`src/rtl/core/rc_pkg.sv`:
```
// Radix converter package: sequencer states, divider request/response
// structs, base clamp and reciprocal table. No dependencies.

package rc_pkg;

  localparam int NumW          = 30;
  localparam int DigW          = 4;
  localparam int MaxOutDigits  = 30;
  localparam int OutIdxW       = $clog2(MaxOutDigits);
  localparam int RecipW        = 32;
  localparam logic [DigW-1:0] DecRadix = 4'd10;
  localparam logic [DigW-1:0] MinBase  = 4'd2;
  localparam logic [DigW-1:0] InBaseRst  = 4'd10;
  localparam logic [DigW-1:0] OutBaseRst = 4'd2;

  localparam logic [0:0] RegInBase  = 1'b0;
  localparam logic [0:0] RegOutBase = 1'b1;

  typedef enum logic [2:0] {
    S_IDLE,
    S_DDIV,
    S_DWAIT,
    S_CHK,
    S_ERR,
    S_ODIV,
    S_OWAIT,
    S_EMIT
  } state_t;

  typedef struct packed {
    logic            start;
    logic [NumW-1:0] dividend;
    logic [DigW-1:0] divisor;
  } div_req_t;

  typedef struct packed {
    logic            done;
    logic [NumW-1:0] quot;
    logic [DigW-1:0] rem;
  } div_rsp_t;

  function automatic logic [DigW-1:0] clamp_base(input logic [DigW-1:0] b);
    logic [DigW-1:0] r;
    if (b < MinBase) r = MinBase;
    else if (b > DecRadix) r = DecRadix;
    else r = b;
    return r;
  endfunction

  // floor(2^32 / d)
  function automatic logic [RecipW-1:0] recip(input logic [DigW-1:0] d);
    logic [RecipW-1:0] m;
    case (d)
      4'd2:    m = 32'd2147483648;
      4'd3:    m = 32'd1431655765;
      4'd4:    m = 32'd1073741824;
      4'd5:    m = 32'd858993459;
      4'd6:    m = 32'd715827882;
      4'd7:    m = 32'd613566756;
      4'd8:    m = 32'd536870912;
      4'd9:    m = 32'd477218588;
      default: m = 32'd429496729;
    endcase
    return m;
  endfunction

endpackage

```
`src/rtl/core/rc_div.sv`:
```
// Shared divide-by-small-base unit: reciprocal multiply, then one correction.
// The product and the corrected result are registered in turn. Uses rc_pkg.

module rc_div (
  input  logic              clk,
  input  logic              rst,
  input  rc_pkg::div_req_t  req,
  output rc_pkg::div_rsp_t  rsp
);

  localparam int ProdW = rc_pkg::NumW + rc_pkg::RecipW;

  logic                          a_vld;
  logic [rc_pkg::NumW-1:0]       a_val;
  logic [rc_pkg::DigW-1:0]       a_d;
  logic [ProdW-1:0]              a_prod;

  logic [rc_pkg::NumW-1:0]       q_est;
  logic [rc_pkg::NumW+rc_pkg::DigW-1:0] qd;
  logic [rc_pkg::NumW-1:0]       r_raw;
  logic                          corr;

  always_ff @(posedge clk) begin
    if (rst) begin
      a_vld    <= 1'b0;
      rsp.done <= 1'b0;
    end else begin
      a_vld    <= req.start;
      rsp.done <= a_vld;
    end
    a_val  <= req.dividend;
    a_d    <= req.divisor;
    a_prod <= {{rc_pkg::RecipW{1'b0}}, req.dividend} *
              {{rc_pkg::NumW{1'b0}}, rc_pkg::recip(req.divisor)};
    rsp.quot <= corr ? q_est + 1'b1 : q_est;
    rsp.rem  <= corr ? rc_pkg::DigW'(r_raw - {{(rc_pkg::NumW-rc_pkg::DigW){1'b0}}, a_d})
                     : r_raw[rc_pkg::DigW-1:0];
  end

  always_comb begin
    q_est = a_prod[ProdW-1:rc_pkg::RecipW];
    qd    = {{rc_pkg::DigW{1'b0}}, q_est} * {{rc_pkg::NumW{1'b0}}, a_d};
    r_raw = a_val - qd[rc_pkg::NumW-1:0];
    corr  = r_raw >= {{(rc_pkg::NumW-rc_pkg::DigW){1'b0}}, a_d};
  end

endmodule

```
`src/rtl/core/radix_converter_top.sv`:
```
// Radix converter top level: config registers, sequencer, digit store.
// Depends on rc_pkg and rc_div.
//
// Usage:
//   Input channel (in_valid/in_stall, numeral): one word per numeral. The
//   lowest NUMERAL_DIGITS decimal digits are read as digits in base in_base.
//   Output channel (out_valid/out_stall, digit/last/bad_digit): the value's
//   digits in base out_base, most significant first, last set on the final
//   word. A digit not below in_base gives one word with bad_digit and last set.
//   Bases are written through cfg_we/cfg_index/cfg_data while idle; values
//   outside 2..10 saturate.
// Timing:
//   in_stall is high from acceptance until the final output word is taken.
//   Digit extraction: one divider request per decimal digit, the value updated
//   from each response, then a check state; conversion: one divider request
//   per output digit k, then k emit words. All divides go through the
//   shared divider, one at a time.
// Reset: in_base = 10, out_base = 2, sequencer idle, no output word.
// A stalled output holds its word; the block waits with it.

module radix_converter_top #(
  parameter int NUMERAL_DIGITS = 9
) (
  input  logic                     clk,
  input  logic                     rst,
  input  logic                     cfg_we,
  input  logic [0:0]               cfg_index,
  input  logic [rc_pkg::DigW-1:0]  cfg_data,
  input  logic                     in_valid,
  output logic                     in_stall,
  input  logic [rc_pkg::NumW-1:0]  numeral,
  output logic                     out_valid,
  input  logic                     out_stall,
  output logic [rc_pkg::DigW-1:0]  digit,
  output logic                     last,
  output logic                     bad_digit
);

  localparam int CntW = (NUMERAL_DIGITS > 1) ? $clog2(NUMERAL_DIGITS) : 1;

  logic [rc_pkg::DigW-1:0]    in_base;
  logic [rc_pkg::DigW-1:0]    out_base;
  logic [rc_pkg::DigW-1:0]    ib;
  logic [rc_pkg::DigW-1:0]    ob;

  rc_pkg::state_t             state;
  rc_pkg::state_t             state_next;
  rc_pkg::div_req_t           div_req;
  rc_pkg::div_rsp_t           div_rsp;

  logic [rc_pkg::NumW-1:0]    n;
  logic [rc_pkg::NumW-1:0]    value;
  logic [rc_pkg::NumW-1:0]    pw;
  logic                       bad;
  logic [CntW-1:0]            cnt;
  logic [rc_pkg::OutIdxW-1:0] ocnt;
  logic [rc_pkg::OutIdxW-1:0] eidx;
  logic [rc_pkg::DigW-1:0]    rev [rc_pkg::MaxOutDigits];

  logic                       in_acc;
  logic                       out_acc;
  logic                       dec_last;
  logic                       out_done;

  assign ib      = rc_pkg::clamp_base(in_base);
  assign ob      = rc_pkg::clamp_base(out_base);
  assign in_acc  = in_valid && !in_stall;
  assign out_acc = out_valid && !out_stall;
  assign dec_last = cnt == CntW'(NUMERAL_DIGITS - 1);
  assign out_done = (div_rsp.quot == '0) || (ocnt == rc_pkg::OutIdxW'(rc_pkg::MaxOutDigits - 1));

  always_ff @(posedge clk) begin
    if (rst) begin
      in_base  <= rc_pkg::InBaseRst;
      out_base <= rc_pkg::OutBaseRst;
    end else if (cfg_we) begin
      case (cfg_index)
        rc_pkg::RegInBase:  in_base  <= cfg_data;
        rc_pkg::RegOutBase: out_base <= cfg_data;
        default: ;
      endcase
    end
  end

  always_ff @(posedge clk) begin
    if (rst) begin
      state <= rc_pkg::S_IDLE;
    end else begin
      state <= state_next;
    end
  end

  always_comb begin
    state_next       = state;
    div_req.start    = 1'b0;
    div_req.dividend = n;
    div_req.divisor  = rc_pkg::DecRadix;
    in_stall         = 1'b1;
    out_valid        = 1'b0;
    case (state)
      rc_pkg::S_IDLE: begin
        in_stall = 1'b0;
        if (in_valid) state_next = rc_pkg::S_DDIV;
      end
      rc_pkg::S_DDIV: begin
        div_req.start = 1'b1;
        state_next    = rc_pkg::S_DWAIT;
      end
      rc_pkg::S_DWAIT: begin
        if (div_rsp.done) state_next = dec_last ? rc_pkg::S_CHK : rc_pkg::S_DDIV;
      end
      rc_pkg::S_CHK: begin
        state_next = bad ? rc_pkg::S_ERR : rc_pkg::S_ODIV;
      end
      rc_pkg::S_ERR: begin
        out_valid = 1'b1;
        if (!out_stall) state_next = rc_pkg::S_IDLE;
      end
      rc_pkg::S_ODIV: begin
        div_req.start    = 1'b1;
        div_req.dividend = value;
        div_req.divisor  = ob;
        state_next       = rc_pkg::S_OWAIT;
      end
      rc_pkg::S_OWAIT: begin
        if (div_rsp.done) state_next = out_done ? rc_pkg::S_EMIT : rc_pkg::S_ODIV;
      end
      rc_pkg::S_EMIT: begin
        out_valid = 1'b1;
        if (!out_stall && eidx == '0) state_next = rc_pkg::S_IDLE;
      end
      default: state_next = rc_pkg::S_IDLE;
    endcase
  end

  always_ff @(posedge clk) begin
    if (in_acc) begin
      n     <= numeral;
      value <= '0;
      pw    <= rc_pkg::NumW'(1);
      bad   <= 1'b0;
      cnt   <= '0;
      ocnt  <= '0;
    end
    if (state == rc_pkg::S_DWAIT && div_rsp.done) begin
      n     <= div_rsp.quot;
      value <= rc_pkg::NumW'(value +
               {{(rc_pkg::NumW-rc_pkg::DigW){1'b0}}, div_rsp.rem} * pw);
      pw    <= rc_pkg::NumW'(pw * {{(rc_pkg::NumW-rc_pkg::DigW){1'b0}}, ib});
      bad   <= bad || (div_rsp.rem >= ib);
      cnt   <= cnt + 1'b1;
    end
    if (state == rc_pkg::S_OWAIT && div_rsp.done) begin
      rev[ocnt] <= div_rsp.rem;
      value     <= div_rsp.quot;
      ocnt      <= ocnt + 1'b1;
      eidx      <= ocnt;
    end
    if (state == rc_pkg::S_EMIT && out_acc && eidx != '0) begin
      eidx <= eidx - 1'b1;
    end
  end

  rc_div u_div (
    .clk (clk),
    .rst (rst),
    .req (div_req),
    .rsp (div_rsp)
  );

  assign bad_digit = state == rc_pkg::S_ERR;
  assign digit     = bad_digit ? '0 : rev[eidx];
  assign last      = bad_digit || eidx == '0;

  a_no_out_after_in: assert property (@(posedge clk) disable iff (rst)
    in_acc |=> !out_valid)
    else $error("output word right after input acceptance");

  a_bad_single: assert property (@(posedge clk) disable iff (rst)
    out_valid && bad_digit |-> last && digit == '0)
    else $error("bad-digit word not a single zero word");

  a_div_rsp_expected: assert property (@(posedge clk) disable iff (rst)
    div_rsp.done |-> (state == rc_pkg::S_DWAIT || state == rc_pkg::S_OWAIT))
    else $error("divider response outside a wait state");

  a_busy_when_out: assert property (@(posedge clk) disable iff (rst)
    out_valid |-> in_stall)
    else $error("input open while output pending");

endmodule
```
`config.mk`:
```
export PLATFORM = sky130hd
export DESIGN_NAME = radix_converter_top
export DESIGN_NICKNAME = d
export VERILOG_FILES = /design/src/rtl/core/rc_pkg.sv /design/src/rtl/core/rc_div.sv /design/src/rtl/core/radix_converter_top.sv
export SDC_FILE = /design/constraint.sdc
export NUM_CORES = 2
export LEC_CHECK = 0
export CORE_MARGIN = 5
export CORE_UTILIZATION = 66
export CTS_BUF_LIST = sky130_fd_sc_hd__clkbuf_16
export CTS_CLUSTER_DIAMETER = 100
export CTS_CLUSTER_SIZE = 25
export DETAILED_ROUTE_END_ITERATION = 8
export DONT_BUFFER_PORTS = 1
export GPL_TIMING_DRIVEN = 0
export HOLD_SLACK_MARGIN = 0.03
export PLACE_DENSITY = 0.79
export SYNTH_ARGS = -nofsm -noshare
export SYNTH_HDL_FRONTEND = slang
export SYNTH_SLANG_ARGS = --single-unit
```
`constraint.sdc`:
```
create_clock -name clk -period 13.2 [get_ports clk]
set_input_delay 0.66 -clock clk [delete_from_list [all_inputs] [get_ports clk]]
set_output_delay 0.66 -clock clk [all_outputs]
set_load 0.01 [all_outputs]
```
# Yosys cells after proc, flatten, opt, wreduce, memory -nomap -nowiden
# Memory sizes are Yosys's and may differ from the RTL's. A register that Yosys moved wholly into a read port is not among the register bits.
# Cells that the tools add are included.
# Widths: inputs -> output; s select.
word_totals:
  memories: 2
  rom_bits: 512
  input_bits: 40
  reg_bits: 248
  wordCells: 113
  ram_bits: 120
memory_table:
  columns: ["name", "words", "width", "rd", "rd_ports_with_merged_regs", "wr", "line_no", "rtl"]
  rows:
  - ["(name not given)", 16, 32, 1, 0, 0, "rc_pkg.sv:53", "case (d)"]
  - ["rev", 30, 4, 1, 1, 1, "radix_converter_top.sv:58", "logic [rc_pkg::DigW-1:0] rev [rc_pkg::MaxOutDigits];"]
op_classes:
  mux: 38
  multipliers: 4
  bitwise: 1
  order_cmp: 6
  eq_ne: 14
  reduce_logical: 24
  add_sub_neg: 7
op_table:
  columns: ["cell", "n"]
  rows:
  - ["$mux 30", 8]
  - ["$mul 30x32->62", 1]
  - ["$mul 30x4->30", 2]
  - ["$mux 34", 1]
  - ["$mux 4", 8]
  - ["$add 30x1->30 const B", 1]
  - ["$add 30x30->30", 1]
  - ["$ge 30x4->1", 1]
  - ["$logic_not 30->1", 1]
  - ["$mul 4x30->30", 1]
  - ["$sub 30x30->30", 1]
  - ["$mux 5", 5]
  - ["$pmux 3 s8", 1]
  - ["$mux 3", 5]
  - ["$eq 3x3->1 const B", 4]
  - ["$gt 4x4->1 const B", 2]
  - ["$lt 4x2->1 const B", 2]
  - ["$mux 1", 8]
  - ["$logic_and 1x1->1", 7]
  - ["$eq 3x2->1 const B", 2]
  - ["$ne 2x2->1 const B", 3]
  - ["$reduce_bool 2->1", 3]
  - ["$add 5x1->5 const B", 1]
  - ["$eq 5x5->1 const B", 1]
  - ["18 further kinds", 24]

# Longest topological paths before layout
logic_depth:
  ltp_word: 8
  ltp_mapped: 41
  mapped_depth_nobuf: 35

# Hierarchy
# From an unflattened synthesis, not the netlist that was laid out.
hier_totals:
  hier_cells: 5046
  area_unflattened_um2: 48338.9
by_module_without_submodules:
  columns: ["mod", "cells_per_inst", "area_per_inst_um2", "n_inst"]
  rows:
  - ["rc_div", 3261, 30177.7, 1]
  - ["radix_converter_top", 1785, 18161.2, 1]

# Worst setup path after synthesis
# No wires, ideal clock.
synth_path:
  path_kind: "reg-to-reg"
  startpoint: "register state[0]"
  endpoint: "register u_div.a_prod[60]"
  path_buffers: 6
  t_required_ps: 13077
  arrival_time_ps: 9718
  setup_ps: 123
  synth_period_minus_slack_ps: 9841
  path_stages_with_launch: 37
  setup_slack_ps: 3359
  path_cell_list: "dfxtp_1 -> buf_4 -> nand3b_1 -> buf_2 -> buf_1 -> clkbuf_1 -> or3_1 -> inv_1 -> ha_1 -> a211oi_1 -> nand2b_1 -> clkbuf_1 -> clkbuf_1 -> nor2_1 -> fa_1 -> inv_1 -> fa_1 -> fa_1 -> fa_1 -> inv_1 -> fa_1 -> fa_1 -> fa_1 -> inv_1 -> fa_1 -> inv_1 -> ha_1 -> o21a_1 -> o21a_1 -> a221o_1 -> nor4_1 -> a21bo_2 -> nand2_2 -> a221o_2 -> a211oi_1 -> o21bai_1 -> xor2_1"
synth_rtl:
  columns: ["item", "line_no", "rtl"]
  rows:
  - ["start, declared", "radix_converter_top.sv:46", "rc_pkg::state_t state;"]
  - ["start signal, assigned", "radix_converter_top.sv:87", "state <= rc_pkg::S_IDLE;"]
  - ["start signal, assigned", "radix_converter_top.sv:89", "state <= state_next;"]
  - ["end signal, assigned", "rc_div.sv:33", "a_prod <= {{rc_pkg::RecipW{1'b0}}, req.dividend} *"]
  - ["end, declared", "rc_div.sv:16", "logic [ProdW-1:0] a_prod;"]

==> qor.yml <==
run_status:
  status: "finished with violations"
  violations: "max-capacitance violations, max-slew violations"
die:
  die_y_um: 274
  core-area_mm2: 0.0689
  ios: 48
  start_util: 0.668
  die_w_um: 274
  die-area_mm2: 0.0752
  rows: 96
synthesis:
  async_flop_share: 0
  synth_top_cells_by_area: "fa_1 (33%), edfxtp_1 (15%), ha_1 (11%), inv_1 (7.6%), dfxtp_1 (5.0%)"
  synth_top_area_cell: "fa_1"
  synth_nets: 5976
  synth_ff_type: "edfxtp_1"
  synth_fa_ha_area_frac: 0.444
  muxShareOfSynthArea: 0.0292
  synth_top_cells_by_count: "inv_1 (928), fa_1 (767), nand2_1 (597)"
  synth-simple-area-share: 0.141
  yosys_warnings: 0
  synth_compound_area_frac: 0.0636
  netlist_instances: 4762
  synth_most_common_cell: "inv_1"
  syn_area_mm2: 0.0460
  synth_top_family_by_area: "adder cells"
  synth_xor_xnor_area_share: 0.0363
  ys_seq_elements: 341
  synth_edf_count: 225
  yosysTopAreaCellShare: 0.333
  ys_seq_area_frac: 0.197
  yosysUniqueCellTypes: 84
  synth_area_per_cell_um2: 9.67
clock_network:
  clk_latency_ns: 0.56
  clock-sinks: 341
  clkTransAtPathRegs_ns: 0.10
  cts_tree: "yes"
  cts.htree.levels: 1
  numCtsBuffers: 19
  cts_buffer_depth: 3
  cts_root_buf: "clkbuf_16"
layout:
  final_nets: 6006
  final_core_util: 0.696
  drive_gt1_frac: 0.0279
  area_delta_synth_final_pct: 4.18
worst_hold_path:
  hp-start: "rst"
  holdPathStages: 1
  min_path_type: "in2reg"
  hold_end: "u_div.rsp[34]$_SDFF_PP0_"
job:
  cap_viol_max_count: 2
timing:
  skew_ns: 0.0321
  tightest_slew_ns: 1.55
  max_slew_margin: -0.0653
  tns_ns: 0
  period_minus_slack_ns: 13.05
  rsz0062_at_grt: "no"
  hold_viol_final: 0
  max_freq_ghz: 0.0766
  setup_viol: 0
  slew_violations: 12
  fin_crit_sh: 0.989
routing:
  vias: 34400
  wl_per_cell_um: 23.8
  first_iter_violations: 3447
  antenna_left: 0
  routed_via_density: 5.99
  drc: 0
  drt_pass1_iterations: 5
  routed_wl_um: 137000
placed_design:
  dp_hpwl_um: 114000
  gp_congestion: 1.01
  port_buffers: 0
global_routing:
  grt_max_degree: 66
  grt_antenna_before_repair: 4
  overflow: 0
  track_usage: 0.375
  grt_pass1_vias: 36000
  grt_pass1_wl_um: 211000
critical_path:
  critPathLaunchType: "flip-flop"
  end_kind: "flip-flop"
  critPathKind: "reg2reg"
  cp.arrival_ns: 13.49
  crit_path_max_fanout: 10
  r2r-start: "state[0]$_SDFFE_PP0P_"
  regToRegSetupSlack_ns: 0.15
  max_stage_delay_ns: 0.84
  rr_worst_depth: 36
  slowest_stage: "clkbuf_1"
  cp.required_ns: 13.64
  worst_path_most_repeated_cell: "fa_1"
  reg2reg_to: "u_div.a_prod[60]$_DFF_P_"
==> state kept, by name (all words and copies together), names as in the netlist, named ones only <==
signal        cells
ocnt              5
pw               30
out_base          4
eidx              5
rev             120
u_div.a_prod     30
state             3
u_div.rsp        35
u_div.a_vld       1
value            30
n                30
u_div.a_d         4
cnt               4
in_base           4
u_div.a_val      30
bad               1
==> worst max-delay path, delay by kind of cell, from the launching register on <==
family,cells,cell delay [ns]
flip-flops,1,0.31
XOR/XNOR,1,0.15
AND/OR/NAND/NOR,7,1.50
AO/OA/AOI/OAI,7,2.42
adder cells (fa/ha/maj),10,4.91
buffers and inverters,11,3.58
==> layout by cell type, fill, tap and decap left out, types with 10 or more instances in the layout <==
| cell type | instances |
|---|---|
| inv_1 | 935 |
| fa_1 | 767 |
| nand2_1 | 596 |
| ha_1 | 407 |
| nor2_1 | 401 |
| edfxtp_1 | 225 |
| and2_1 | 195 |
| a21oi_1 | 124 |
| clkbuf_1 | 121 |
| dfxtp_1 | 113 |
| xnor2_1 | 105 |
| o21ai_0 | 90 |
| xor2_1 | 86 |
| a21o_1 | 79 |
| nand3_1 | 45 |
| nor3_1 | 40 |
| mux2i_1 | 36 |
| mux4_2 | 36 |
| nor2b_1 | 25 |
| nand2b_1 | 23 |
| o21a_1 | 20 |
| and3_1 | 20 |
| clkbuf_16 | 19 |
| nand4_1 | 15 |
| nor4_1 | 15 |
| buf_1 | 14 |
| o21bai_1 | 14 |
| a211oi_1 | 12 |
| o211ai_1 | 12 |
| nand3b_1 | 11 |
| a31oi_1 | 10 |
==> cell type report <==
cell class	instances	area [um^2]
inverter	931	3490
tap	931	1160
antenna	7	17.5
timing repair buffer	10	100
multi-input combinational	3341	32900
clock inverter	15	109
buffer	148	602
fill	5469	21000
sequential	341	9080
clock buffer	19	475
==> cells by family after synthesis <==
family,Yosys count
AND/OR/NAND/NOR,1437
adder cells (fa/ha/maj),1174
buffers and inverters,1080
AO/OA/AOI/OAI,451
flip-flops,341
XOR/XNOR,191
multiplexers,88
==> worst max path at each step <==
stage          cells past startpoint                  start  slack (ns)                  endpoint
6_report                          36  state[0]$_SDFFE_PP0P_        0.15  u_div.a_prod[60]$_DFF_P_
5_1_grt                           38  state[0]$_SDFFE_PP0P_       0.004  u_div.a_prod[60]$_DFF_P_
4_1_cts                           38  state[0]$_SDFFE_PP0P_        0.25  u_div.a_prod[60]$_DFF_P_
3_5_place_dp                      36  state[0]$_SDFFE_PP0P_        0.07  u_div.a_prod[60]$_DFF_P_
3_3_place_gp                      36  state[0]$_SDFFE_PP0P_        0.23  u_div.a_prod[60]$_DFF_P_
2_1_floorplan                     36  state[0]$_SDFFE_PP0P_        3.36  u_div.a_prod[60]$_DFF_P_
==> what timing repair did <==
item	in CTS	in global routing
hold buffers	0	0
pin swaps	0	0
setup endpoints to repair	1	4
setup buffers	0	0
gates resized for setup	1	2
==> metal layers <==
layer  global-route usage  part of all wire  up-vias
li1                     -                 -    15000
met4                0.188             0.071        0
met2                0.584              0.44     1925
met3               0.0857              0.11      420
met1                0.499              0.37    17100
met5                    0                 0        -
==> through the flow <==
step                      std cells  setup slack, ns  cell area (um^2)  hold WS, ns
after CTS                      5735            0.246             47900        0.149
after floorplan                4762             3.36             46000        0.414
final                          5743            0.151             48000        0.158
after global routing           5737          0.00397             48000        0.148
after global placement         5693            0.230             47200        0.428
after detailed placement       5701           0.0685             47400        0.434
Power is not shown: default switching activity piles up to over one toggle a cycle in this logic, so the estimate is an artifact.
